`src/rtl/rspd_pkg.sv`:
```
// Shared types, codes and helpers for the response deframer.
`default_nettype none

package rspd_pkg;

  // End packet is a fixed length: flag, body, two checksum bytes.
  localparam int unsigned END_PACKET_BYTES = 14;

  localparam int unsigned APB_AW = 4;
  localparam int unsigned APB_DW = 32;

  // Register indexes (paddr[3:2]).
  localparam logic [1:0] REG_DATA_FLAG = 2'd0;
  localparam logic [1:0] REG_END_FLAG  = 2'd1;
  localparam logic [1:0] REG_CONTINUE  = 2'd2;
  localparam logic [1:0] REG_MAX_LEN   = 2'd3;

  localparam logic [7:0] DATA_FLAG_RST = 8'd1;
  localparam logic [7:0] END_FLAG_RST  = 8'd2;
  localparam logic [6:0] CONTINUE_RST  = 7'd16;
  localparam logic [7:0] MAX_LEN_RST   = 8'd128;

  // Event kinds.
  localparam logic [2:0] EV_DATA_BYTE = 3'd0;
  localparam logic [2:0] EV_DATA_DONE = 3'd1;
  localparam logic [2:0] EV_CONTINUE  = 3'd2;
  localparam logic [2:0] EV_END       = 3'd3;
  localparam logic [2:0] EV_SYNC_ERR  = 3'd4;

  typedef struct packed {
    logic [2:0]        kind;
    logic [7:0]        payload;
    logic              good;
    logic signed [7:0] status;
    logic [15:0]       count;
    logic              len_err;
  } ev_t;

  // 16-bit one's-complement add with end-around carry.
  function automatic logic [15:0] ones_add(input logic [15:0] a, input logic [15:0] b);
    logic [16:0] s;
    s = {1'b0, a} + {1'b0, b};
    return s[15:0] + {15'd0, s[16]};
  endfunction

endpackage

`default_nettype wire

```
`src/rtl/rsp_response_deframer.sv`:
```
// Receive deframer: classifies link bytes, unpacks data and end packets, checks sums.
//
// rx channel: one received link byte per request (rx_valid_i / rx_stall_o).
// ev channel: zero or one event per byte (ev_valid_o / ev_stall_i): data
//   bytes, data packet done, continue, end packet, sync error.
// Registers on an APB-style port at 0x0, 0x4, 0x8, 0xC: data flag, end
//   flag, continue code, max data length. Write only while idle.
// Output: an event is registered (output or skid register) when its byte is taken.
//   Throughput: one byte per cycle while rx_stall_o is low; the framing state, the
//   running checksum add and the event decode are all done in the accept cycle.
// Stall: the output register holds its event; one more event lands in a
//   skid register, after which rx_stall_o rises until the skid drains.
// Reset: registers return to defaults, framing goes idle, both event
//   registers empty.
`default_nettype none

module rsp_response_deframer
  import rspd_pkg::*;
(
  input  wire                clk_i,
  input  wire                rst_ni,
  input  wire                rx_valid_i,
  output logic               rx_stall_o,
  input  wire  [7:0]         rx_byte_i,
  output logic               ev_valid_o,
  input  wire                ev_stall_i,
  output logic [2:0]         event_kind_o,
  output logic [7:0]         payload_byte_o,
  output logic               checksum_good_o,
  output logic signed [7:0]  end_status_o,
  output logic [15:0]        bytes_handled_o,
  output logic               length_error_o,
  input  wire                psel,
  input  wire                penable,
  input  wire                pwrite,
  input  wire  [APB_AW-1:0]  paddr,
  input  wire  [APB_DW-1:0]  pwdata,
  output logic [APB_DW-1:0]  prdata,
  output logic               pready
);

  localparam logic [2:0] PH_IDLE    = 3'd0;
  localparam logic [2:0] PH_LEN     = 3'd1;
  localparam logic [2:0] PH_PAYLOAD = 3'd2;
  localparam logic [2:0] PH_SUM_LO  = 3'd3;
  localparam logic [2:0] PH_SUM_HI  = 3'd4;
  localparam logic [2:0] PH_END     = 3'd5;

  localparam logic [7:0] END_SUM_IDX  = 8'(END_PACKET_BYTES - 2);
  localparam logic [7:0] END_LAST_IDX = 8'(END_PACKET_BYTES - 1);
  localparam logic [7:0] STATUS_IDX   = 8'd3;
  localparam logic [7:0] COUNT_LO_IDX = 8'd8;
  localparam logic [7:0] COUNT_HI_IDX = 8'd9;

  // Config registers
  logic [7:0] data_flag_q, end_flag_q, max_len_q;
  logic [6:0] cont_q;
  logic       cfg_wr;

  assign pready = 1'b1;
  assign cfg_wr = psel & penable & pwrite;

  always_ff @(posedge clk_i or negedge rst_ni) begin
    if (!rst_ni) begin
      data_flag_q <= DATA_FLAG_RST;
      end_flag_q  <= END_FLAG_RST;
      cont_q      <= CONTINUE_RST;
      max_len_q   <= MAX_LEN_RST;
    end else if (cfg_wr) begin
      unique case (paddr[3:2])
        REG_DATA_FLAG: data_flag_q <= pwdata[7:0];
        REG_END_FLAG:  end_flag_q  <= pwdata[7:0];
        REG_CONTINUE:  cont_q      <= pwdata[6:0];
        REG_MAX_LEN:   max_len_q   <= pwdata[7:0];
        default:       ;
      endcase
    end
  end

  always_comb begin
    unique case (paddr[3:2])
      REG_DATA_FLAG: prdata = {24'd0, data_flag_q};
      REG_END_FLAG:  prdata = {24'd0, end_flag_q};
      REG_CONTINUE:  prdata = {25'd0, cont_q};
      REG_MAX_LEN:   prdata = {24'd0, max_len_q};
      default:       prdata = '0;
    endcase
  end

  // Framing state
  logic [2:0]  phase_q, phase_d;
  logic [7:0]  idx_q, idx_d;
  logic [7:0]  len_q, len_d;
  logic [15:0] sum_q, sum_d;
  logic [7:0]  lo_q, lo_d;
  logic        pend_q, pend_d;
  logic [7:0]  rsum_lo_q, rsum_lo_d;
  logic [7:0]  status_q, status_d;
  logic [15:0] count_q, count_d;

  logic        rx_acc;
  logic        res_vld;
  ev_t         res;
  logic        len_err;
  logic [15:0] pair_sum;
  logic [7:0]  idx_inc;
  logic        good;

  assign rx_acc   = rx_valid_i & ~rx_stall_o;
  assign len_err  = (len_q > max_len_q);
  assign pair_sum = ones_add(sum_q, {rx_byte_i, lo_q});
  assign idx_inc  = idx_q + 8'd1;
  assign good     = ({rx_byte_i, rsum_lo_q} == sum_q);

  always_comb begin
    phase_d   = phase_q;
    idx_d     = idx_q;
    len_d     = len_q;
    sum_d     = sum_q;
    lo_d      = lo_q;
    pend_d    = pend_q;
    rsum_lo_d = rsum_lo_q;
    status_d  = status_q;
    count_d   = count_q;
    res_vld   = 1'b0;
    res       = '0;

    unique case (phase_q)
      PH_LEN: begin
        if (pend_q) begin
          sum_d  = pair_sum;
          pend_d = 1'b0;
        end else begin
          lo_d   = rx_byte_i;
          pend_d = 1'b1;
        end
        len_d   = rx_byte_i;
        idx_d   = '0;
        phase_d = (rx_byte_i == 8'd0) ? PH_SUM_LO : PH_PAYLOAD;
      end
      PH_PAYLOAD: begin
        idx_d = idx_inc;
        if (pend_q) begin
          sum_d  = pair_sum;
          pend_d = 1'b0;
        end else if (idx_inc == len_q) begin
          // odd length: pad the last byte with a zero high byte
          lo_d   = rx_byte_i;
          sum_d  = ones_add(sum_q, {8'd0, rx_byte_i});
          pend_d = 1'b0;
        end else begin
          lo_d   = rx_byte_i;
          pend_d = 1'b1;
        end
        if (idx_inc == len_q) phase_d = PH_SUM_LO;
        res_vld     = 1'b1;
        res.kind    = EV_DATA_BYTE;
        res.payload = rx_byte_i;
        res.len_err = len_err;
      end
      PH_SUM_LO: begin
        rsum_lo_d = rx_byte_i;
        phase_d   = PH_SUM_HI;
      end
      PH_SUM_HI: begin
        phase_d     = PH_IDLE;
        res_vld     = 1'b1;
        res.kind    = EV_DATA_DONE;
        res.good    = good;
        res.len_err = len_err;
      end
      PH_END: begin
        if (idx_q < END_SUM_IDX) begin
          if (pend_q) begin
            sum_d  = pair_sum;
            pend_d = 1'b0;
          end else begin
            lo_d   = rx_byte_i;
            pend_d = 1'b1;
          end
        end
        if (idx_q == STATUS_IDX) begin
          status_d = rx_byte_i;
        end else if (idx_q == COUNT_LO_IDX) begin
          count_d[7:0] = rx_byte_i;
        end else if (idx_q == COUNT_HI_IDX) begin
          count_d[15:8] = rx_byte_i;
        end else if (idx_q == END_SUM_IDX) begin
          rsum_lo_d = rx_byte_i;
        end
        if (idx_q >= END_LAST_IDX) begin
          phase_d    = PH_IDLE;
          res_vld    = 1'b1;
          res.kind   = EV_END;
          res.good   = good;
          res.status = status_q;
          res.count  = count_q;
        end else begin
          idx_d = idx_inc;
        end
      end
      default: begin
        // idle and unused codes
        phase_d = PH_IDLE;
        priority if (rx_byte_i == end_flag_q) begin
          sum_d    = '0;
          lo_d     = rx_byte_i;
          pend_d   = 1'b1;
          status_d = '0;
          count_d  = '0;
          idx_d    = 8'd1;
          phase_d  = PH_END;
        end else if (rx_byte_i == data_flag_q) begin
          sum_d   = '0;
          lo_d    = rx_byte_i;
          pend_d  = 1'b1;
          idx_d   = '0;
          phase_d = PH_LEN;
        end else if (rx_byte_i[6:0] == cont_q) begin
          res_vld  = 1'b1;
          res.kind = EV_CONTINUE;
        end else begin
          res_vld  = 1'b1;
          res.kind = EV_SYNC_ERR;
        end
      end
    endcase
  end

  always_ff @(posedge clk_i or negedge rst_ni) begin
    if (!rst_ni) begin
      phase_q   <= PH_IDLE;
      idx_q     <= '0;
      len_q     <= '0;
      sum_q     <= '0;
      lo_q      <= '0;
      pend_q    <= 1'b0;
      rsum_lo_q <= '0;
      status_q  <= '0;
      count_q   <= '0;
    end else if (rx_acc) begin
      phase_q   <= phase_d;
      idx_q     <= idx_d;
      len_q     <= len_d;
      sum_q     <= sum_d;
      lo_q      <= lo_d;
      pend_q    <= pend_d;
      rsum_lo_q <= rsum_lo_d;
      status_q  <= status_d;
      count_q   <= count_d;
    end
  end

  // Output register plus skid
  ev_t  out_q, skid_q;
  logic out_vld_q, skid_vld_q;
  logic out_free;
  logic new_ev;

  assign out_free = ~out_vld_q | ~ev_stall_i;
  assign new_ev   = rx_acc & res_vld;

  always_ff @(posedge clk_i or negedge rst_ni) begin
    if (!rst_ni) begin
      out_vld_q  <= 1'b0;
      skid_vld_q <= 1'b0;
    end else if (out_free) begin
      out_vld_q  <= skid_vld_q | new_ev;
      skid_vld_q <= 1'b0;
    end else if (new_ev) begin
      skid_vld_q <= 1'b1;
    end
  end

  always_ff @(posedge clk_i) begin
    if (out_free) begin
      if (skid_vld_q) out_q <= skid_q;
      else if (new_ev) out_q <= res;
    end else if (new_ev) begin
      skid_q <= res;
    end
  end

  assign rx_stall_o      = skid_vld_q;
  assign ev_valid_o      = out_vld_q;
  assign event_kind_o    = out_q.kind;
  assign payload_byte_o  = out_q.payload;
  assign checksum_good_o = out_q.good;
  assign end_status_o    = out_q.status;
  assign bytes_handled_o = out_q.count;
  assign length_error_o  = out_q.len_err;

endmodule

`default_nettype wire

```
`config.mk`:
```
export PLATFORM = sky130hd
export DESIGN_NAME = rsp_response_deframer
export DESIGN_NICKNAME = d
export VERILOG_FILES = /design/src/rtl/rspd_pkg.sv /design/src/rtl/rsp_response_deframer.sv
export SDC_FILE = /design/constraint.sdc
export NUM_CORES = 1
export LEC_CHECK = 0
export CORE_MARGIN = 2
export CORE_UTILIZATION = 49
export DETAILED_ROUTE_END_ITERATION = 7
export DONT_BUFFER_PORTS = 1
export GPL_TIMING_DRIVEN = 0
export PLACE_DENSITY_LB_ADDON = 0.12
export SLEW_MARGIN = 20
export SYNTH_ARGS = -nofsm -noshare
export SYNTH_HDL_FRONTEND = slang
export SYNTH_SLANG_ARGS = --single-unit
```
`constraint.sdc`:
```
create_clock -name clk_i -period 4.9 [get_ports clk_i]
set_input_delay 0.49 -clock clk_i [delete_from_list [all_inputs] [get_ports clk_i]]
set_output_delay 0.49 -clock clk_i [all_outputs]
set_load 0.01 [all_outputs]
```
==> metrics <==
routability cong. approximately 0.90; slew at the pin with the worst max-slew slack 989 ps; Max Clock Skew 18.3 ps; CP required 5210 ps; vias in the first global route 7316; highest metal used met4; Power, Total 6.36 mW; final setup vio count 0; critical path launch point type register; # port buffers 0; WL met2 11600 µm; fraction of layout cells with a size suffix above 1 23.5%; fraction of registers with async set/reset between 50% and 60%; worst-path cell chain ha_1, fa_1, a21oi_1, nand4b_1, a21oi_1, nor4_1, nor3_1, a21o_1, a21o_1, ha_1, nand3_1, nor2_1, nand4b_1, nor4_4, nand3b_1, xnor2_1, o211ai_1; part of the cycle the worst path needs 83.1%; GRT overflow 0; CP Max Fanout 4; Placeable Area ~22000 µm²; wire length on met1 11900 µm; initial antenna violation count 0; DRC 0; Post-synth EDFFs 74; worst min-delay path category input port to async pin; failing checks hold timing; placed cell areas 11300 µm²; Buf/Inv on CP 0; Num CTS Buffers 17; Max Root-Sink Buffers 2; Gate Count Post-Synth 964; Final min period 4070 ps; RSZ-0062 raised after global routing false; global-route wire length before repair 40700 µm; CTS tree done; delay of the slowest critical-path stage 480 ps; Post-synth top flop dfrtp_1; Crit-path slowest cell dfrtp_1; Worst R2R End sum_q[15]$_DFFE_PN0P_; most frequent cells after synthesis mux2_2, dfrtp_1, edfxtp_1; CTS HTree Levels 4; clk_lat worst skew 440 ps; Slew Limit Fails 0; Final Instance Area 12000 µm²; Routed WL per cell 19.5 µm; Synth cell types 80; register area share after synthesis 45.8%; post-synth top area share 24.3%; Antenna Cells 0; Worst VDD drop about 0.00031 V; status finished with violations; mapped cell area 10800 µm²; top-count cell post-synth mux2_2; hold slack -8.75 ps; Area Growth Syn to Fin 10.9%; Initial Util 49.8%; CTS clk-pin slew, worst paths 80 ps; delay-heaviest family, CP simple AND/OR/NAND/NOR gates; first-pass detailed-route iteration total 5; largest net degree at the start of global routing 110; cell row count 54; die area approximately 23000 µm²; clock root cell clkbuf_16; top post-synthesis cells by area dfrtp_1, edfxtp_1, mux2_2; final hold violation count 20; quantity of hold-fixing buffers added after cts 1; crit path from sum_q[0]$_DFFE_PN0P_; Achievable Freq 245 MHz; # IOs 123; Crit Path Category register to register; PD cells 530 nW/µm²; number of synthesis warnings 0; depth of the most critical reg-to-reg path 17; Final Net Count 1101; via count 7476; Die Span Y 153 µm; clock sink total 183; Resized cells post-CTS 0; LEAKAGE 5.06 nW; Vias per Instance 5.74; wirelength, routed 25400 µm; Seq cells post-synth 183; Max-Cap Viols 0; max-slew headroom at the worst pin 33.4%; buffer count from post-CTS setup fixing 0; WL met3 1400 µm; Reg2Reg Setup Slack roughly 830 ps; HPWL after DPL roughly 18000 µm; Detail Route Antenna Nets 0; syn avg cell area 11.2 µm²; die width between 150 and 200 µm; reg2reg start sum_q[0]$_DFFE_PN0P_; Worst EP arrival about 4400 ps; CP Capture Type register; GRT Overall Usage between 20 and 25%; 1st-iter DRT viols 440; Yosys top cell by area dfrtp_1
==> power by group <==
part / internal, mW / leakage (nW) / switching, mW
combinational: 1.03 / 2.62 / 1.38
sequential: 2.09 / 2.13 / 0.381
clock: 0.829 / 0.309 / 0.650
==> flip-flops by register name, summed over array words and instances (netlist names), 16 cells and up <==
| register | cells |
|---|---|
| skid_q | 37 |
| bytes_handled_o | 16 |
| count_q | 16 |
| sum_q | 16 |
==> how the worst max path moves through the flow <==
stage          slack (ps)                            end  depth (start not counted)
6_report              830          sum_q[15]$_DFFE_PN0P_                         17
3_5_place_dp          910          sum_q[15]$_DFFE_PN0P_                         17
3_3_place_gp         -200  bytes_handled_o[13]$_DFFE_PP_                          9
4_1_cts               890          sum_q[15]$_DFFE_PN0P_                         17
2_1_floorplan        1000   bytes_handled_o[0]$_DFFE_PP_                          9
5_1_grt               500          sum_q[15]$_DFFE_PN0P_                         17
==> cells by family after synthesis <==
group,after synthesis,synth area share (%)
buffers and inverters,97,4.61
XOR/XNOR,77,6.30
AO/OA/AOI/OAI,167,10.9
AND/OR/NAND/NOR,271,13.6
adder cells (fa/ha/maj),41,4.88
multiplexers,126,13.8
other,2,0.0694
flip-flops,183,45.8
==> cell usage in the layout (no fill, tap or decap), types with 9 or more instances in the layout <==
cell type / netlist / final
a21oi_1: 21 / 20
and3_1: 18 / 18
o21ai_0: 41 / 41
nand2_1: 51 / 51
clkbuf_1: 27 / 28
a21o_1: 10 / 10
buf_2: 15 / 15
mux2_2: 116 / 116
and2_1: 38 / 38
xnor2_1: 47 / 47
nor2_1: 57 / 56
o21a_1: 9 / 9
nor3_1: 15 / 14
dfrtp_1: 105 / 105
conb_1: 2 / 25
ha_1: 39 / 39
inv_1: 22 / 22
buf_4: 27 / 27
nand4_1: 15 / 15
edfxtp_1: 74 / 74
xor2_1: 29 / 29
nor4_1: 9 / 9
nand3_1: 18 / 18
a31oi_1: 13 / 13
clkbuf_16: 0 / 17
==> metrics by stage <==
stage,hold WS [ps],setup TNS [ps],utilization (%),instances,worst slack [ps]
5_1_grt,24.5,0,55.2,1302,499
3_3_place_gp,196,-7140,51.8,1267,-195
6_report,-8.75,0,55.2,1302,826
4_1_cts,16.7,0,55.2,1302,886
2_1_floorplan,194,0,-,987,996
3_5_place_dp,196,0,52.1,1269,910
==> per-layer routing <==
metal  vias to the layer above  track usage [%]
li1                       3572                -
met1                      3657             31.6
met2                       210             34.3
met3                        37             4.49
met4                         0             6.70
met5                         -                0
==> area by class of cell <==
class / instances / area (µm²)
plain buffers: 74 / 413
clock buffers: 18 / 429
clock inverters: 14 / 204
fillers: 1857 / 9750
inverters: 23 / 86.3
multi-input cells: 707 / 5480
flip-flops and latches: 183 / 4950
well taps: 280 / 350
repair buffers: 3 / 82.6
(Power assumes the default switching activity.)
